==> src/hdl/regex_spec_tokenizer_core_macros.svh <==
// Assertion macros for the tokenizer core. Empty when SYNTHESIS is set.
`ifndef REGEX_SPEC_TOKENIZER_CORE_MACROS_SVH
`define REGEX_SPEC_TOKENIZER_CORE_MACROS_SVH

`ifndef SYNTHESIS

// Same-cycle implication.
`define RXTOK_ASSERT_IMP(label, clk, rstn, ante, cons) \
    label: assert property (@(posedge clk) disable iff (!rstn) (ante) |-> (cons)) \
        else $error("rxtok: same-cycle check failed");

// Next-cycle implication.
`define RXTOK_ASSERT_NEXT(label, clk, rstn, ante, cons) \
    label: assert property (@(posedge clk) disable iff (!rstn) (ante) |=> (cons)) \
        else $error("rxtok: next-cycle check failed");

`else

`define RXTOK_ASSERT_IMP(label, clk, rstn, ante, cons)
`define RXTOK_ASSERT_NEXT(label, clk, rstn, ante, cons)

`endif

`endif

==> src/hdl/rxtok_pkg.sv <==
package rxtok_pkg;

    typedef enum logic [4:0] {
        TK_SETSTARTNEG = 5'd0,
        TK_SETSTART    = 5'd1,
        TK_DASHSETEND  = 5'd2,
        TK_SETEND      = 5'd3,
        TK_OPENPAREN   = 5'd4,
        TK_CLOSEPAREN  = 5'd5,
        TK_SLASH       = 5'd6,
        TK_STAR        = 5'd7,
        TK_PLUS        = 5'd8,
        TK_QUESTION    = 5'd9,
        TK_DASH        = 5'd10,
        TK_PIPE        = 5'd11,
        TK_CHAR        = 5'd12,
        TK_CLASS       = 5'd13,
        TK_TOKEN       = 5'd14,
        TK_IGNORE      = 5'd15,
        TK_ID          = 5'd16,
        TK_EOI         = 5'd17,
        TK_INVALID     = 5'd18,
        TK_TOOLONG     = 5'd19
    } tok_kind_t;

    typedef enum logic [1:0] {
        HOLD_NONE    = 2'd0,
        HOLD_BRACKET = 2'd1,
        HOLD_DASH    = 2'd2,
        HOLD_ESCAPE  = 2'd3
    } hold_t;

    typedef enum logic [1:0] {
        KW_CLASS,
        KW_TOKEN,
        KW_IGNORE
    } kw_t;

    localparam logic [7:0] CH_LBRACKET  = 8'h5B;
    localparam logic [7:0] CH_RBRACKET  = 8'h5D;
    localparam logic [7:0] CH_CARET     = 8'h5E;
    localparam logic [7:0] CH_BACKSLASH = 8'h5C;
    localparam logic [7:0] CH_DASH      = 8'h2D;
    localparam logic [7:0] CH_LPAREN    = 8'h28;
    localparam logic [7:0] CH_RPAREN    = 8'h29;
    localparam logic [7:0] CH_SLASH     = 8'h2F;
    localparam logic [7:0] CH_STAR      = 8'h2A;
    localparam logic [7:0] CH_PLUS      = 8'h2B;
    localparam logic [7:0] CH_QUESTION  = 8'h3F;
    localparam logic [7:0] CH_PIPE      = 8'h7C;
    localparam logic [7:0] CH_NEWLINE   = 8'h0A;

    function automatic logic is_space(logic [7:0] c);
        return c inside {8'h20, [8'h09:8'h0D]};
    endfunction

    function automatic logic is_digit(logic [7:0] c);
        return c inside {[8'h30:8'h39]};
    endfunction

    function automatic logic is_ident(logic [7:0] c);
        return c inside {[8'h30:8'h39], [8'h41:8'h5A], [8'h61:8'h7A], 8'h5F};
    endfunction

    // Escape letters n t f v r map to control codes; anything else stands for itself.
    function automatic logic [7:0] esc_map(logic [7:0] c);
        logic [7:0] r;
        case (c)
            "n":     r = 8'h0A;
            "t":     r = 8'h09;
            "f":     r = 8'h0C;
            "v":     r = 8'h0B;
            "r":     r = 8'h0D;
            default: r = c;
        endcase
        return r;
    endfunction

    // Keyword letter at a position; zero past the end never matches an identifier byte.
    function automatic logic [7:0] kw_char(kw_t kw, logic [2:0] pos);
        logic [7:0] ch;
        ch = 8'h00;
        case (kw)
            KW_CLASS: begin
                case (pos)
                    3'd0:    ch = "c";
                    3'd1:    ch = "l";
                    3'd2:    ch = "a";
                    3'd3:    ch = "s";
                    3'd4:    ch = "s";
                    default: ch = 8'h00;
                endcase
            end
            KW_TOKEN: begin
                case (pos)
                    3'd0:    ch = "t";
                    3'd1:    ch = "o";
                    3'd2:    ch = "k";
                    3'd3:    ch = "e";
                    3'd4:    ch = "n";
                    default: ch = 8'h00;
                endcase
            end
            KW_IGNORE: begin
                case (pos)
                    3'd0:    ch = "i";
                    3'd1:    ch = "g";
                    3'd2:    ch = "n";
                    3'd3:    ch = "o";
                    3'd4:    ch = "r";
                    3'd5:    ch = "e";
                    default: ch = 8'h00;
                endcase
            end
            default: ch = 8'h00;
        endcase
        return ch;
    endfunction

endpackage

==> src/hdl/regex_spec_tokenizer_core.sv <==
// Channel | Handshake          | Payload
// --------+--------------------+---------------------------------------------
// input   | s_valid / s_ready  | s_kind, s_char_value, s_aggregate_mode
// result  | m_valid / m_ready  | m_token_kind, m_token_char, m_last_of_run
//
// One character is taken per cycle while no identifier run is being emitted and the
// result channel is free. A run of N buffered characters leaves the identifier RAM
// one per cycle while results are taken; an overlong run leaves as one TK_TOOLONG
// token. Input is held off (s_ready low) for that whole flush and while a second
// token caused by the same transaction waits; result stalls simply hold. Reset is
// synchronous on aresetn, active low; no clearing pass is needed.
`include "regex_spec_tokenizer_core_macros.svh"

module regex_spec_tokenizer_core #(
    parameter int MAX_IDENT_LEN = 32
) (
    input  logic       aclk,
    input  logic       aresetn,
    input  logic       s_valid,
    output logic       s_ready,
    input  logic       s_kind,
    input  logic [7:0] s_char_value,
    input  logic       s_aggregate_mode,
    output logic       m_valid,
    input  logic       m_ready,
    output logic [4:0] m_token_kind,
    output logic [7:0] m_token_char,
    output logic       m_last_of_run
);

    localparam int LEN_W  = $clog2(MAX_IDENT_LEN + 1);
    localparam int ADDR_W = $clog2(MAX_IDENT_LEN);

    typedef enum logic [1:0] {
        ST_IDLE,
        ST_FLUSH,
        ST_TAIL
    } state_t;

    // Control state
    state_t               state_reg,      state_next;
    rxtok_pkg::hold_t     held_reg,       held_next;
    logic                 slash_reg,      slash_next;
    logic                 comment_reg,    comment_next;
    logic [LEN_W-1:0]     len_reg,        len_next;
    logic                 ovf_reg,        ovf_next;
    logic                 kw_class_reg,   kw_class_next;
    logic                 kw_token_reg,   kw_token_next;
    logic                 kw_ignore_reg,  kw_ignore_next;
    logic                 lead_digit_reg, lead_digit_next;
    logic [ADDR_W-1:0]    rd_idx_reg,     rd_idx_next;
    logic                 tail_valid_reg, tail_valid_next;
    logic                 m_valid_reg,    m_valid_next;

    // Payload
    rxtok_pkg::tok_kind_t tail_kind_reg,  tail_kind_next;
    logic [7:0]           tail_char_reg,  tail_char_next;
    rxtok_pkg::tok_kind_t m_kind_reg,     m_kind_next;
    logic [7:0]           m_char_reg,     m_char_next;
    logic                 m_last_reg,     m_last_next;

    // RAM port
    logic                 wr_en;
    logic [ADDR_W-1:0]    wr_addr;
    logic                 rd_en;
    logic [ADDR_W-1:0]    rd_addr;
    logic [7:0]           rd_data;

    logic                 out_free;
    logic                 accept;
    logic                 run_active;
    logic                 rd_last;
    rxtok_pkg::tok_kind_t run_kind;

    // Decode of the incoming character
    logic                 more;
    logic                 first_v;
    rxtok_pkg::tok_kind_t first_kind;
    logic [7:0]           first_char;
    logic                 tail_v;
    rxtok_pkg::tok_kind_t tail_kind;
    logic [7:0]           tail_char;
    logic                 do_flush;
    logic                 do_append;
    logic                 do_start;
    rxtok_pkg::hold_t     dec_held;
    logic                 dec_slash;
    logic                 dec_comment;
    logic                 pos_in_rng;
    logic [2:0]           pos3;

    assign out_free   = !m_valid_reg || m_ready;
    assign s_ready    = (state_reg == ST_IDLE) && out_free;
    assign accept     = s_valid && s_ready;
    assign run_active = (len_reg != '0) || ovf_reg;
    assign rd_last    = (LEN_W'(rd_idx_reg) + LEN_W'(1)) == len_reg;
    assign pos_in_rng = (len_reg >> 3) == '0;
    assign pos3       = len_reg[2:0];

    // Run tag from the flags tracked while the run was buffered
    always_comb begin
        if (kw_class_reg && len_reg == LEN_W'(5)) begin
            run_kind = rxtok_pkg::TK_CLASS;
        end else if (kw_token_reg && len_reg == LEN_W'(5)) begin
            run_kind = rxtok_pkg::TK_TOKEN;
        end else if (kw_ignore_reg && len_reg == LEN_W'(6)) begin
            run_kind = rxtok_pkg::TK_IGNORE;
        end else if (lead_digit_reg) begin
            run_kind = rxtok_pkg::TK_INVALID;
        end else begin
            run_kind = rxtok_pkg::TK_ID;
        end
    end

    // Character decode: end of input, open comment, held symbol, slash, run, then mode.
    // Emission order is first token, run flush, tail token.
    always_comb begin
        more        = 1'b1;
        first_v     = 1'b0;
        first_kind  = rxtok_pkg::TK_CHAR;
        first_char  = 8'h00;
        tail_v      = 1'b0;
        tail_kind   = rxtok_pkg::TK_CHAR;
        tail_char   = 8'h00;
        do_flush    = 1'b0;
        do_append   = 1'b0;
        do_start    = 1'b0;
        dec_held    = held_reg;
        dec_slash   = slash_reg;
        dec_comment = comment_reg;

        if (s_kind) begin
            // End of input: flush held symbol and run, then EOI
            case (held_reg)
                rxtok_pkg::HOLD_BRACKET: begin
                    first_v    = 1'b1;
                    first_kind = rxtok_pkg::TK_SETSTART;
                end
                rxtok_pkg::HOLD_DASH: begin
                    first_v    = 1'b1;
                    first_kind = rxtok_pkg::TK_DASH;
                end
                rxtok_pkg::HOLD_ESCAPE: begin
                    first_v    = 1'b1;
                    first_kind = rxtok_pkg::TK_CHAR;
                    first_char = rxtok_pkg::CH_BACKSLASH;
                end
                default: first_v = 1'b0;
            endcase
            dec_held    = rxtok_pkg::HOLD_NONE;
            dec_slash   = 1'b0;
            dec_comment = 1'b0;
            do_flush    = run_active;
            tail_v      = 1'b1;
            tail_kind   = rxtok_pkg::TK_EOI;
        end else if (comment_reg) begin
            if (s_char_value == rxtok_pkg::CH_NEWLINE) begin
                dec_comment = 1'b0;
            end
        end else begin
            if (held_reg != rxtok_pkg::HOLD_NONE) begin
                dec_held = rxtok_pkg::HOLD_NONE;
                first_v  = 1'b1;
                case (held_reg)
                    rxtok_pkg::HOLD_ESCAPE: begin
                        first_kind = rxtok_pkg::TK_CHAR;
                        first_char = rxtok_pkg::esc_map(s_char_value);
                        more       = 1'b0;
                    end
                    rxtok_pkg::HOLD_BRACKET: begin
                        if (s_char_value == rxtok_pkg::CH_CARET) begin
                            first_kind = rxtok_pkg::TK_SETSTARTNEG;
                            more       = 1'b0;
                        end else begin
                            first_kind = rxtok_pkg::TK_SETSTART;
                        end
                    end
                    default: begin
                        if (s_char_value == rxtok_pkg::CH_RBRACKET) begin
                            first_kind = rxtok_pkg::TK_DASHSETEND;
                            more       = 1'b0;
                        end else begin
                            first_kind = rxtok_pkg::TK_DASH;
                        end
                    end
                endcase
            end
            if (more && slash_reg) begin
                dec_slash = 1'b0;
                if (s_char_value == rxtok_pkg::CH_SLASH) begin
                    dec_comment = 1'b1;
                    more        = 1'b0;
                end
            end
            if (more && run_active) begin
                if (s_aggregate_mode && rxtok_pkg::is_ident(s_char_value)) begin
                    do_append = 1'b1;
                    more      = 1'b0;
                end else begin
                    do_flush = 1'b1;
                end
            end
            if (more) begin
                if (!s_aggregate_mode) begin
                    if (!rxtok_pkg::is_space(s_char_value)) begin
                        tail_v = 1'b1;
                        case (s_char_value)
                            rxtok_pkg::CH_LBRACKET: begin
                                tail_v   = 1'b0;
                                dec_held = rxtok_pkg::HOLD_BRACKET;
                            end
                            rxtok_pkg::CH_DASH: begin
                                tail_v   = 1'b0;
                                dec_held = rxtok_pkg::HOLD_DASH;
                            end
                            rxtok_pkg::CH_BACKSLASH: begin
                                tail_v   = 1'b0;
                                dec_held = rxtok_pkg::HOLD_ESCAPE;
                            end
                            rxtok_pkg::CH_RBRACKET: tail_kind = rxtok_pkg::TK_SETEND;
                            rxtok_pkg::CH_LPAREN:   tail_kind = rxtok_pkg::TK_OPENPAREN;
                            rxtok_pkg::CH_RPAREN:   tail_kind = rxtok_pkg::TK_CLOSEPAREN;
                            rxtok_pkg::CH_SLASH:    tail_kind = rxtok_pkg::TK_SLASH;
                            rxtok_pkg::CH_STAR:     tail_kind = rxtok_pkg::TK_STAR;
                            rxtok_pkg::CH_PLUS:     tail_kind = rxtok_pkg::TK_PLUS;
                            rxtok_pkg::CH_QUESTION: tail_kind = rxtok_pkg::TK_QUESTION;
                            rxtok_pkg::CH_PIPE:     tail_kind = rxtok_pkg::TK_PIPE;
                            default: begin
                                tail_kind = rxtok_pkg::TK_CHAR;
                                tail_char = s_char_value;
                            end
                        endcase
                    end
                end else if (rxtok_pkg::is_ident(s_char_value)) begin
                    do_start = 1'b1;
                end else if (s_char_value == rxtok_pkg::CH_SLASH) begin
                    dec_slash = 1'b1;
                end
            end
        end
    end

    // Next state
    always_comb begin
        state_next      = state_reg;
        held_next       = held_reg;
        slash_next      = slash_reg;
        comment_next    = comment_reg;
        len_next        = len_reg;
        ovf_next        = ovf_reg;
        kw_class_next   = kw_class_reg;
        kw_token_next   = kw_token_reg;
        kw_ignore_next  = kw_ignore_reg;
        lead_digit_next = lead_digit_reg;
        rd_idx_next     = rd_idx_reg;
        tail_valid_next = tail_valid_reg;
        tail_kind_next  = tail_kind_reg;
        tail_char_next  = tail_char_reg;
        m_valid_next    = m_valid_reg && !m_ready;
        m_kind_next     = m_kind_reg;
        m_char_next     = m_char_reg;
        m_last_next     = m_last_reg;
        wr_en           = 1'b0;
        wr_addr         = len_reg[ADDR_W-1:0];
        rd_en           = 1'b0;
        rd_addr         = rd_idx_reg + ADDR_W'(1);

        case (state_reg)
            ST_IDLE: begin
                if (accept) begin
                    held_next       = dec_held;
                    slash_next      = dec_slash;
                    comment_next    = dec_comment;
                    tail_valid_next = tail_v;
                    tail_kind_next  = tail_kind;
                    tail_char_next  = tail_char;

                    if (do_append) begin
                        if (len_reg < LEN_W'(MAX_IDENT_LEN)) begin
                            wr_en          = 1'b1;
                            len_next       = len_reg + LEN_W'(1);
                            kw_class_next  = kw_class_reg && pos_in_rng && (s_char_value ==
                                             rxtok_pkg::kw_char(rxtok_pkg::KW_CLASS, pos3));
                            kw_token_next  = kw_token_reg && pos_in_rng && (s_char_value ==
                                             rxtok_pkg::kw_char(rxtok_pkg::KW_TOKEN, pos3));
                            kw_ignore_next = kw_ignore_reg && pos_in_rng && (s_char_value ==
                                             rxtok_pkg::kw_char(rxtok_pkg::KW_IGNORE, pos3));
                        end else begin
                            ovf_next = 1'b1;
                        end
                    end
                    if (do_start) begin
                        wr_en           = 1'b1;
                        wr_addr         = '0;
                        len_next        = LEN_W'(1);
                        kw_class_next   = s_char_value ==
                                          rxtok_pkg::kw_char(rxtok_pkg::KW_CLASS, 3'd0);
                        kw_token_next   = s_char_value ==
                                          rxtok_pkg::kw_char(rxtok_pkg::KW_TOKEN, 3'd0);
                        kw_ignore_next  = s_char_value ==
                                          rxtok_pkg::kw_char(rxtok_pkg::KW_IGNORE, 3'd0);
                        lead_digit_next = rxtok_pkg::is_digit(s_char_value);
                    end

                    if (first_v) begin
                        m_valid_next = 1'b1;
                        m_kind_next  = first_kind;
                        m_char_next  = first_char;
                        m_last_next  = !do_flush && !tail_v;
                    end

                    if (do_flush) begin
                        // Prefetch entry 0; an overlong run needs no read
                        rd_en       = !ovf_reg;
                        rd_addr     = '0;
                        rd_idx_next = '0;
                        state_next  = ST_FLUSH;
                    end else if (tail_v && first_v) begin
                        state_next = ST_TAIL;
                    end else if (tail_v) begin
                        m_valid_next    = 1'b1;
                        m_kind_next     = tail_kind;
                        m_char_next     = tail_char;
                        m_last_next     = 1'b1;
                        tail_valid_next = 1'b0;
                    end
                end
            end

            ST_FLUSH: begin
                if (out_free) begin
                    m_valid_next = 1'b1;
                    if (ovf_reg || rd_last) begin
                        m_kind_next     = ovf_reg ? rxtok_pkg::TK_TOOLONG : run_kind;
                        m_char_next     = ovf_reg ? 8'h00 : rd_data;
                        m_last_next     = !tail_valid_reg;
                        len_next        = '0;
                        ovf_next        = 1'b0;
                        kw_class_next   = 1'b0;
                        kw_token_next   = 1'b0;
                        kw_ignore_next  = 1'b0;
                        lead_digit_next = 1'b0;
                        state_next      = tail_valid_reg ? ST_TAIL : ST_IDLE;
                    end else begin
                        m_kind_next = run_kind;
                        m_char_next = rd_data;
                        m_last_next = 1'b0;
                        rd_en       = 1'b1;
                        rd_idx_next = rd_idx_reg + ADDR_W'(1);
                    end
                end
            end

            ST_TAIL: begin
                if (out_free) begin
                    m_valid_next    = 1'b1;
                    m_kind_next     = tail_kind_reg;
                    m_char_next     = tail_char_reg;
                    m_last_next     = 1'b1;
                    tail_valid_next = 1'b0;
                    state_next      = ST_IDLE;
                end
            end

            default: state_next = ST_IDLE;
        endcase
    end

    always_ff @(posedge aclk) begin
        if (!aresetn) begin
            state_reg      <= ST_IDLE;
            held_reg       <= rxtok_pkg::HOLD_NONE;
            slash_reg      <= 1'b0;
            comment_reg    <= 1'b0;
            len_reg        <= '0;
            ovf_reg        <= 1'b0;
            kw_class_reg   <= 1'b0;
            kw_token_reg   <= 1'b0;
            kw_ignore_reg  <= 1'b0;
            lead_digit_reg <= 1'b0;
            rd_idx_reg     <= '0;
            tail_valid_reg <= 1'b0;
            m_valid_reg    <= 1'b0;
        end else begin
            state_reg      <= state_next;
            held_reg       <= held_next;
            slash_reg      <= slash_next;
            comment_reg    <= comment_next;
            len_reg        <= len_next;
            ovf_reg        <= ovf_next;
            kw_class_reg   <= kw_class_next;
            kw_token_reg   <= kw_token_next;
            kw_ignore_reg  <= kw_ignore_next;
            lead_digit_reg <= lead_digit_next;
            rd_idx_reg     <= rd_idx_next;
            tail_valid_reg <= tail_valid_next;
            m_valid_reg    <= m_valid_next;
        end
        tail_kind_reg <= tail_kind_next;
        tail_char_reg <= tail_char_next;
        m_kind_reg    <= m_kind_next;
        m_char_reg    <= m_char_next;
        m_last_reg    <= m_last_next;
    end

    // Identifier buffer
    rxtok_ram #(
        .WIDTH  (8),
        .DEPTH  (MAX_IDENT_LEN),
        .ADDR_W (ADDR_W)
    ) u_ident_ram (
        .aclk    (aclk),
        .wr_en   (wr_en),
        .wr_addr (wr_addr),
        .wr_data (s_char_value),
        .rd_en   (rd_en),
        .rd_addr (rd_addr),
        .rd_data (rd_data)
    );

    assign m_valid       = m_valid_reg;
    assign m_token_kind  = m_kind_reg;
    assign m_token_char  = m_char_reg;
    assign m_last_of_run = m_last_reg;

    `RXTOK_ASSERT_IMP(a_comment_excl, aclk, aresetn, comment_reg, (held_reg == rxtok_pkg::HOLD_NONE) && !slash_reg)
    `RXTOK_ASSERT_IMP(a_ovf_full, aclk, aresetn, ovf_reg, len_reg == LEN_W'(MAX_IDENT_LEN))
    `RXTOK_ASSERT_IMP(a_rd_in_run, aclk, aresetn, (state_reg == ST_FLUSH) && !ovf_reg, LEN_W'(rd_idx_reg) < len_reg)
    `RXTOK_ASSERT_IMP(a_held_no_run, aclk, aresetn, (state_reg == ST_IDLE) && (held_reg != rxtok_pkg::HOLD_NONE), !run_active)
    `RXTOK_ASSERT_IMP(a_tail_pending, aclk, aresetn, state_reg == ST_TAIL, tail_valid_reg)
    `RXTOK_ASSERT_NEXT(a_eoi_clears, aclk, aresetn, accept && s_kind, (held_reg == rxtok_pkg::HOLD_NONE) && !slash_reg && !comment_reg)

endmodule

==> src/hdl/rxtok_ram.sv <==
module rxtok_ram #(
    parameter int WIDTH  = 8,
    parameter int DEPTH  = 32,
    parameter int ADDR_W = 5
) (
    input  logic              aclk,
    input  logic              wr_en,
    input  logic [ADDR_W-1:0] wr_addr,
    input  logic [WIDTH-1:0]  wr_data,
    input  logic              rd_en,
    input  logic [ADDR_W-1:0] rd_addr,
    output logic [WIDTH-1:0]  rd_data
);

    logic [WIDTH-1:0] mem [DEPTH];
    logic [WIDTH-1:0] rd_data_reg;

    always_ff @(posedge aclk) begin
        if (wr_en) begin
            mem[wr_addr] <= wr_data;
        end
        if (rd_en) begin
            rd_data_reg <= mem[rd_addr];
        end
    end

    assign rd_data = rd_data_reg;

endmodule
==> config.mk <==
export PLATFORM = sky130hd
export DESIGN_NAME = regex_spec_tokenizer_core
export DESIGN_NICKNAME = d
export VERILOG_FILES = /design/src/hdl/rxtok_pkg.sv /design/src/hdl/regex_spec_tokenizer_core.sv /design/src/hdl/rxtok_ram.sv
export VERILOG_INCLUDE_DIRS = /design/src /design/src/hdl
export SDC_FILE = /design/constraint.sdc
export NUM_CORES = 1
export LEC_CHECK = 0
export BUFFER_PORTS_ARGS = -buffer_cell sky130_fd_sc_hd__buf_2
export CAP_MARGIN = 20
export CORE_AREA = 2 2 191 193
export CTS_CLUSTER_SIZE = 40
export DETAILED_ROUTE_END_ITERATION = 7
export DIE_AREA = 0 0 193 195
export PLACE_DENSITY = 0.59
export SLEW_MARGIN = 0
export SYNTH_ARGS = -nofsm -noshare
export SYNTH_HDL_FRONTEND = slang
export SYNTH_SLANG_ARGS = --single-unit
==> constraint.sdc <==
create_clock -name aclk -period 6.4 [get_ports aclk]
set_clock_uncertainty 0.2 [all_clocks]
set_input_delay 0.32 -clock aclk [delete_from_list [all_inputs] [get_ports aclk]]
set_output_delay 0.32 -clock aclk [all_outputs]
set_load 0.02 [all_outputs]
==> impl_metrics.json, run 1 <==
{
  "status": "completed",
  "critPathMaxStageDelay_ns": 0.60,
  "critPathMaxFanout": 20,
  "use_met3_pct": 3.505,
  "start_util_pct": 41.87,
  "stdcell_count": 1644,
  "gr-total-overflow": 0,
  "tightest_slew_ns": 1.022,
  "vdd_drop_max_uv": 203.8,
  "netlist.area_leader.share_pct": 58.96,
  "antenna_found_initial": 1,
  "hold_class": "in2reg",
  "setup_viol": 0,
  "synth_common_cells": "291 x edfxtp_1, 83 x nand2_1, 82 x a21oi_1",
  "min_period_over_period_pct": 68.46,
  "regToRegSetupSlack_ns": 2.02,
  "clkLatencyLatePin_ns": 0.52,
  "largest-register": "u_ident_ram.mem",
  "p_sw_share_pct": 26.10,
  "synth_cell_types": 82,
  "setup_tns_ns": 0,
  "diodes": 0,
  "rows": 69,
  "grt_pass1_wl_microns": 59910,
  "syn_inst": 1151,
  "cts_tree": "done",
  "required_ns": 6.44,
  "pwr-share-comb_pct": 14.1,
  "hp-start": "aresetn",
  "largest_reg_flops": 256,
  "ys_ff_latch": 315,
  "ctsHoldBuffers": 0,
  "wire_per_inst_microns": 24.20,
  "die_area_sq_um": 37640,
  "drt-total-wl_microns": 39780,
  "core_sq_um": 35400,
  "path_cells": "inv_1 > ha_1 > and2_1 > nand2_1 > inv_1 > nand2_1 > o31a_4 > o21ai_1 > a311oi_1 > or4_1",
  "period_needed_ns": 4.382,
  "drv_cap": 0,
  "chipHeight_microns": 195,
  "grt_pass1_vias": 9466,
  "ys_seq_area_share_pct": 62.20,
  "cp-start-kind": "flop",
  "slowest_stage": "or4_1",
  "synth_most_common_cell": "edfxtp_1",
  "dp_hpwl_microns": 25900,
  "h-tree-depth": 2,
  "grt_usage_pct": 21.22,
  "pwr_density_cell_nw_per_um2": 312.1,
  "cts_root_buffer": "clkbuf_16",
  "yosysWarnings": 0,
  "busiest_layer": "met2",
  "r2r-start": "state_reg[0]",
  "finalWeightedCongestion": 0.9301,
  "r2r_cells": 10,
  "switchingPower_mw": 1.343,
  "synth.avg_cell_area_sq_um": 12.88,
  "post_cts_buffers": 0,
  "p_leak_nw": 5.238,
  "p_seq_share_pct": 47.2,
  "async_reset_ff_share_pct": 0,
  "cp-end-kind": "flop",
  "vias": 9918,
  "drt_iter0_drc": 1098,
  "remaining_drc_errors": 0,
  "synth.area.top_cells": "edfxtp_1 59%, mux2i_1 5.0%, dfxtp_1 3.2%",
  "hold_depth": 2,
  "synth_enable_flop_cells": 291,
  "synth_fp_nets": 1182,
  "hold_viol": 0,
  "ioPinCount": 30,
  "die_w_microns": 193,
  "rsz0062_at_grt": "no",
  "cts_sinks": 315,
  "via_per_inst": 6.033,
  "cts_buffers": 36,
  "postRouteAntennaNets": 0,
  "layout-drive-gt1-share_pct": 11.67,
  "p_int_mw": 3.804,
  "pwr-share-clk_pct": 38.7,
  "dp.cells": 1584,
  "arrival_ns": 4.42,
  "nNetsFinal": 1192,
  "yosysTopAreaCell": "edfxtp_1",
  "synth-main-ff-cell": "edfxtp_1",
  "hold_end": "kw_class_reg",
  "synth_area_sq_um": 14820,
  "slew-limit-headroom_pct": 31.71,
  "rr_endpoint": "u_ident_ram.rd_data[4]",
  "first_pass_iters": 5,
  "port_buffers": 29,
  "grt_util_met1_pct": 31.16,
  "cts_resized": 0,
  "grtUsageMet2_pct": 32.66,
  "clockBufferDepth": 3,
  "areaGrowthSynthToFinish_pct": 11.29,
  "drv_slew": 0,
  "fmax_ghz": 0.2282,
  "clk_pin_slew_ns": 0.06,
  "setup.worst_path.class": "reg2reg",
  "grt_max_degree": 56
}
-- worst max-delay path, delay by kind of cell, from the launching register on --
kind                       cells  cell delay [ns]
AOI/OAI and AO/OA              3             1.30
adders and majority gates      1             0.36
buffers and inverters          2             0.67
DFF                            1             0.34
and+or+nand+nor                4             1.21
-- layout by cell type, fill, tap and decap left out, types with 18 or more instances in the layout --
cell         n
nor2_1      75
a21oi_1     82
inv_1       22
buf_2       29
clkbuf_16   38
nand2_1     83
o21ai_0     50
nor3_1      32
mux2i_1     74
edfxtp_1   291
dfxtp_1     23
nor2b_1     18
-- power groups by stage --
stage / clock network, mW / logic (mW) / registers, mW
after floorplan: 0 / 0.432 / 2.51
after global placement: 0 / 0.711 / 2.47
after detailed placement: 0 / 0.719 / 2.47
after CTS: 2.03 / 0.719 / 2.43
after global routing: 2.11 / 0.790 / 2.44
final: 1.99 / 0.724 / 2.43
-- kinds of logic (layout without fill, tap and decap cells) --
logic type,Yosys count,after routing,share of synthesized area [%]
and+or+nand+nor,324,324,11.26
AOI/OAI and AO/OA,277,277,12.82
DFF,315,315,62.20
adders and majority gates,17,17,1.435
xor gates and xnor gates,24,24,1.418
muxes,97,97,8.037
buffers and inverters,97,129,2.828
-- worst max-delay path by stage --
stage                    startpoint                      to  slack [ns]  depth (start not counted)
finish                 state_reg[0]  u_ident_ram.rd_data[4]        2.02                         10
global route           state_reg[0]  u_ident_ram.rd_data[6]        1.68                         11
CTS                    state_reg[0]  u_ident_ram.rd_data[7]        2.05                         10
detailed placement  s_char_value[4]  u_ident_ram.mem[19][3]        1.77                          7
global placement    s_char_value[4]  u_ident_ram.mem[19][3]        1.79                          7
floorplan              state_reg[0]  u_ident_ram.rd_data[6]        3.04                         12
-- final cells by class --
cell class | instances | area (sq um)
Inverter | 23 | 86.33
Clock inverter | 15 | 153.9
Timing Repair Buffer | 46 | 272.8
Tap cell | 461 | 576.8
Multi-Input combinational cell | 739 | 5204
Sequential cell | 315 | 9223
Clock buffer | 45 | 977.2
Fill cell | 3175 | 18900
-- metal layers --
metal	up-vias	part of all wire, %
li1	4484	-
met4	2	2.3
met1	4972	45
met2	393	46
met5	-	0.030
met3	67	7.1
-- per-stage QoR --
step / setup WS [ns] / cell area (sq um) / hold WS [ns] / util [%] / total power [mW]
3_3_place_gp: 1.788 / 15360 / 0.2901 / 43.40 / 3.181
3_5_place_dp: 1.774 / 15360 / 0.2961 / 43.40 / 3.190
6_report: 2.018 / 16490 / 0.02705 / 46.60 / 5.147
2_1_floorplan: 3.038 / 14820 / 0.2189 / - / 2.947
4_1_cts: 2.047 / 16490 / 0.02208 / 46.60 / 5.174
5_1_grt: 1.677 / 16490 / 0.03755 / 46.60 / 5.336
No activity file was read; power rests on OpenSTA's default activity.
==> inputs of run 2 (changes only) <==
--- a/config.mk
+++ b/config.mk
@@ -6,12 +6,13 @@
 export SDC_FILE = /design/constraint.sdc
 export NUM_CORES = 1
 export LEC_CHECK = 0
+export ABC_AREA = 1
 export BUFFER_PORTS_ARGS = -buffer_cell sky130_fd_sc_hd__buf_2
 export CAP_MARGIN = 20
-export CORE_AREA = 2 2 191 193
+export CORE_AREA = 2 2 197 199
 export CTS_CLUSTER_SIZE = 40
 export DETAILED_ROUTE_END_ITERATION = 7
-export DIE_AREA = 0 0 193 195
+export DIE_AREA = 0 0 199 201
 export PLACE_DENSITY = 0.59
 export SLEW_MARGIN = 0
 export SYNTH_ARGS = -nofsm -noshare
==> constraint.sdc (replaced) <==
create_clock -name aclk -period 4.2 [get_ports aclk]
set_clock_uncertainty 0.2 [all_clocks]
set_input_delay 0.21 -clock aclk [delete_from_list [all_inputs] [get_ports aclk]]
set_output_delay 0.21 -clock aclk [all_outputs]
set_load 0.02 [all_outputs]
==> impl_metrics.json, run 2 <==
{
  "status": "completed",
  "slew-limit-headroom_pct": 46.37,
  "chipHeight_microns": 201,
  "synth_enable_flop_cells": 291,
  "r2r_cells": 9,
  "areaGrowthSynthToFinish_pct": 12.73,
  "critPathMaxStageDelay_ns": 0.72,
  "cp-end-kind": "flop",
  "hold_viol": 0,
  "via_per_inst": 5.515,
  "synth.avg_cell_area_sq_um": 9.764,
  "postRouteAntennaNets": 0,
  "netlist.area_leader.share_pct": 55.38,
  "die_area_sq_um": 40000,
  "vdd_drop_max_uv": 277.5,
  "syn_inst": 1616,
  "most-common-layout-cells": "291 x edfxtp_1, 276 x nand3_1, 248 x nand2_1, 186 x inv_1, 114 x nor2_1",
  "yosysTopAreaCell": "edfxtp_1",
  "arrival_ns": 3.77,
  "gr-total-overflow": 0,
  "required_ns": 4.17,
  "drt-total-wl_microns": 46340,
  "first_pass_iters": 7,
  "cp_num_cells": 9,
  "post_cts_buffers": 0,
  "cts_tree": "done",
  "slowest_stage": "nor2_1",
  "min_period_over_period_pct": 90.43,
  "grt_max_degree": 104,
  "nFillCells": 3612,
  "critPathMaxFanout": 10,
  "cts_buffers": 37,
  "synth_common_cells": "291 x edfxtp_1, 276 x nand3_1, 248 x nand2_1",
  "rr_endpoint": "u_ident_ram.mem[27][0]",
  "clockBufferDepth": 3,
  "seq_area_sq_um": 9219,
  "place_ws_ns": 0.4321,
  "drt_iter0_drc": 1272,
  "synth_area_sq_um": 15780,
  "cts_root_buffer": "clkbuf_16",
  "worst-path-buf-inv": 1,
  "async_reset_ff_share_pct": 0,
  "fmax_ghz": 0.2633,
  "setup_viol": 0,
  "rows": 72,
  "p_leak_nw": 6.887,
  "clkLatencyLatePin_ns": 0.56,
  "dp_hpwl_microns": 29880,
  "nNetsFinal": 1691,
  "pwr_density_cell_nw_per_um2": 578.4,
  "fin_ws_ns": 0.4018,
  "grt_usage_pct": 23.56,
  "vias": 12170,
  "port_buffers": 29,
  "remaining_drc_errors": 0,
  "grt_pass1_vias": 11750,
  "cp-start-kind": "flop",
  "r2r-start": "len_reg[1]",
  "clk_pin_slew_ns": 0.06,
  "h-tree-depth": 2,
  "start_util_pct": 41.41,
  "setup.worst_path.class": "reg2reg",
  "die_w_microns": 199,
  "mostFrequentLayoutCell": "edfxtp_1",
  "finalWeightedCongestion": 0.9735,
  "total_power_mw": 10.29,
  "rsz0062_at_grt": "no",
  "drv_slew": 0,
  "multi_input_area_sq_um": 5304,
  "crit_path_end": "u_ident_ram.mem[27][0]",
  "crit_family": "simple AND/OR/NAND/NOR gates",
  "diodes": 0,
  "ys_ff_latch": 315,
  "hold_class": "in2reg",
  "tightest_slew_ns": 0.8014,
  "yosysWarnings": 0,
  "core_sq_um": 38110,
  "regToRegSetupSlack_ns": 0.40,
  "drv_cap": 0,
  "ioPinCount": 30,
  "synth.area.top_cells": "edfxtp_1 55%, nand3_1 8.8%, nand2_1 5.9%",
  "wire_per_inst_microns": 21.01,
  "ys_seq_area_share_pct": 58.43,
  "largest_reg_flops": 256,
  "synth_cell_types": 50,
  "synth-main-ff-cell": "edfxtp_1",
  "path_cells": "clkinv_1 > ha_1 > nand3_1 > nand2_1 > nor2_1 > nand2_1 > nor3_1 > nand3_1 > nor2_1",
  "synth_fp_nets": 1647,
  "antenna_found_initial": 1,
  "period_needed_ns": 3.798,
  "setup_tns_ns": 0,
  "crit_path_start": "len_reg[1]",
  "synth_most_common_cell": "edfxtp_1",
  "largest-register": "u_ident_ram.mem",
  "hp-start": "s_valid",
  "cts_sinks": 315,
  "grt_pass1_wl_microns": 71240,
  "layout-drive-gt1-share_pct": 14.04
}
[run 2: cell count changes in the layout (fill, tap and decap cells not counted), moves of 18 or more]
cell / previous run / this run
a21oi_1: 82 / 46
nand3b_1: 2 / 33
inv_1: 22 / 186
nand3_1: 14 / 276
or2_2: 3 / 57
nor2b_1: 18 / 0
o2111ai_1: 0 / 42
mux2i_1: 74 / 0
nor2_1: 75 / 114
buf_4: 17 / 54
nand2_1: 83 / 248
o21ai_0: 50 / 25
[run 2: stage by stage]
stage               hold WS, ns  cell area, sq um  utilization, %  cells
floorplan                0.1089             15780               -   1616
global placement         0.2833             16540           43.41   2129
detailed placement       0.2849             16540           43.41   2129
CTS                     0.02428             17790           46.68   2206
global route            0.05236             17790           46.68   2206
finish                  0.05575             17790           46.68   2206
[run 2: area by class of cell]
cell class / instances / share of cell area [%]
flip-flops and latches: 315 / 51.83
multi-input cells: 1004 / 29.82
clock buffers: 52 / 5.747
inverters: 207 / 4.396
repair buffers: 95 / 3.883
well taps: 518 / 3.644
clock inverters: 15 / 0.6823
[run 2: worst min-delay path by stage]
stage,to,slack (ns),depth (start not counted)
3_3_place_gp,lead_digit_reg,0.28,2
6_report,tail_valid_reg,0.06,4
5_1_grt,tail_char_reg[0],0.05,3
4_1_cts,tail_char_reg[0],0.02,3
2_1_floorplan,tail_kind_reg[4],0.11,0
3_5_place_dp,lead_digit_reg,0.28,2
[run 2: report_power, final]
group / leakage, nW / switching, mW / internal [mW] / total, mW
clock network: 0.555 / 1.31 / 1.77 / 3.08
logic: 3.50 / 2.37 / 0.996 / 3.37
registers: 2.83 / 0.138 / 3.70 / 3.84
[run 2: per-layer routing]
layer | GRT usage, % | part of all wire (%)
met1 | 34.27 | 45
met2 | 34.73 | 44
met3 | 4.183 | 7.7
met4 | 9.462 | 3.4
met5 | 0.6173 | 0.035
[run 2: kinds of logic after synthesis]
logic type	count (synthesis)	synth area share, %
simple gates	794	23.96
flops	315	58.43
buf+inv	297	7.993
compound gates	182	7.660
fa+ha+maj	17	1.348
xor+xnor	11	0.6106
[run 2: worst min-delay path, stage by stage]
cell and delay [ns]:
buf_2 0.09, nand2_1 0.22, o311ai_0 0.18, a21oi_1 0.07
[run 2: timing repair]
item,in CTS,in global routing
hold buffers,10,0
gates resized for setup,0,0
endpoints found under the hold margin,18,0
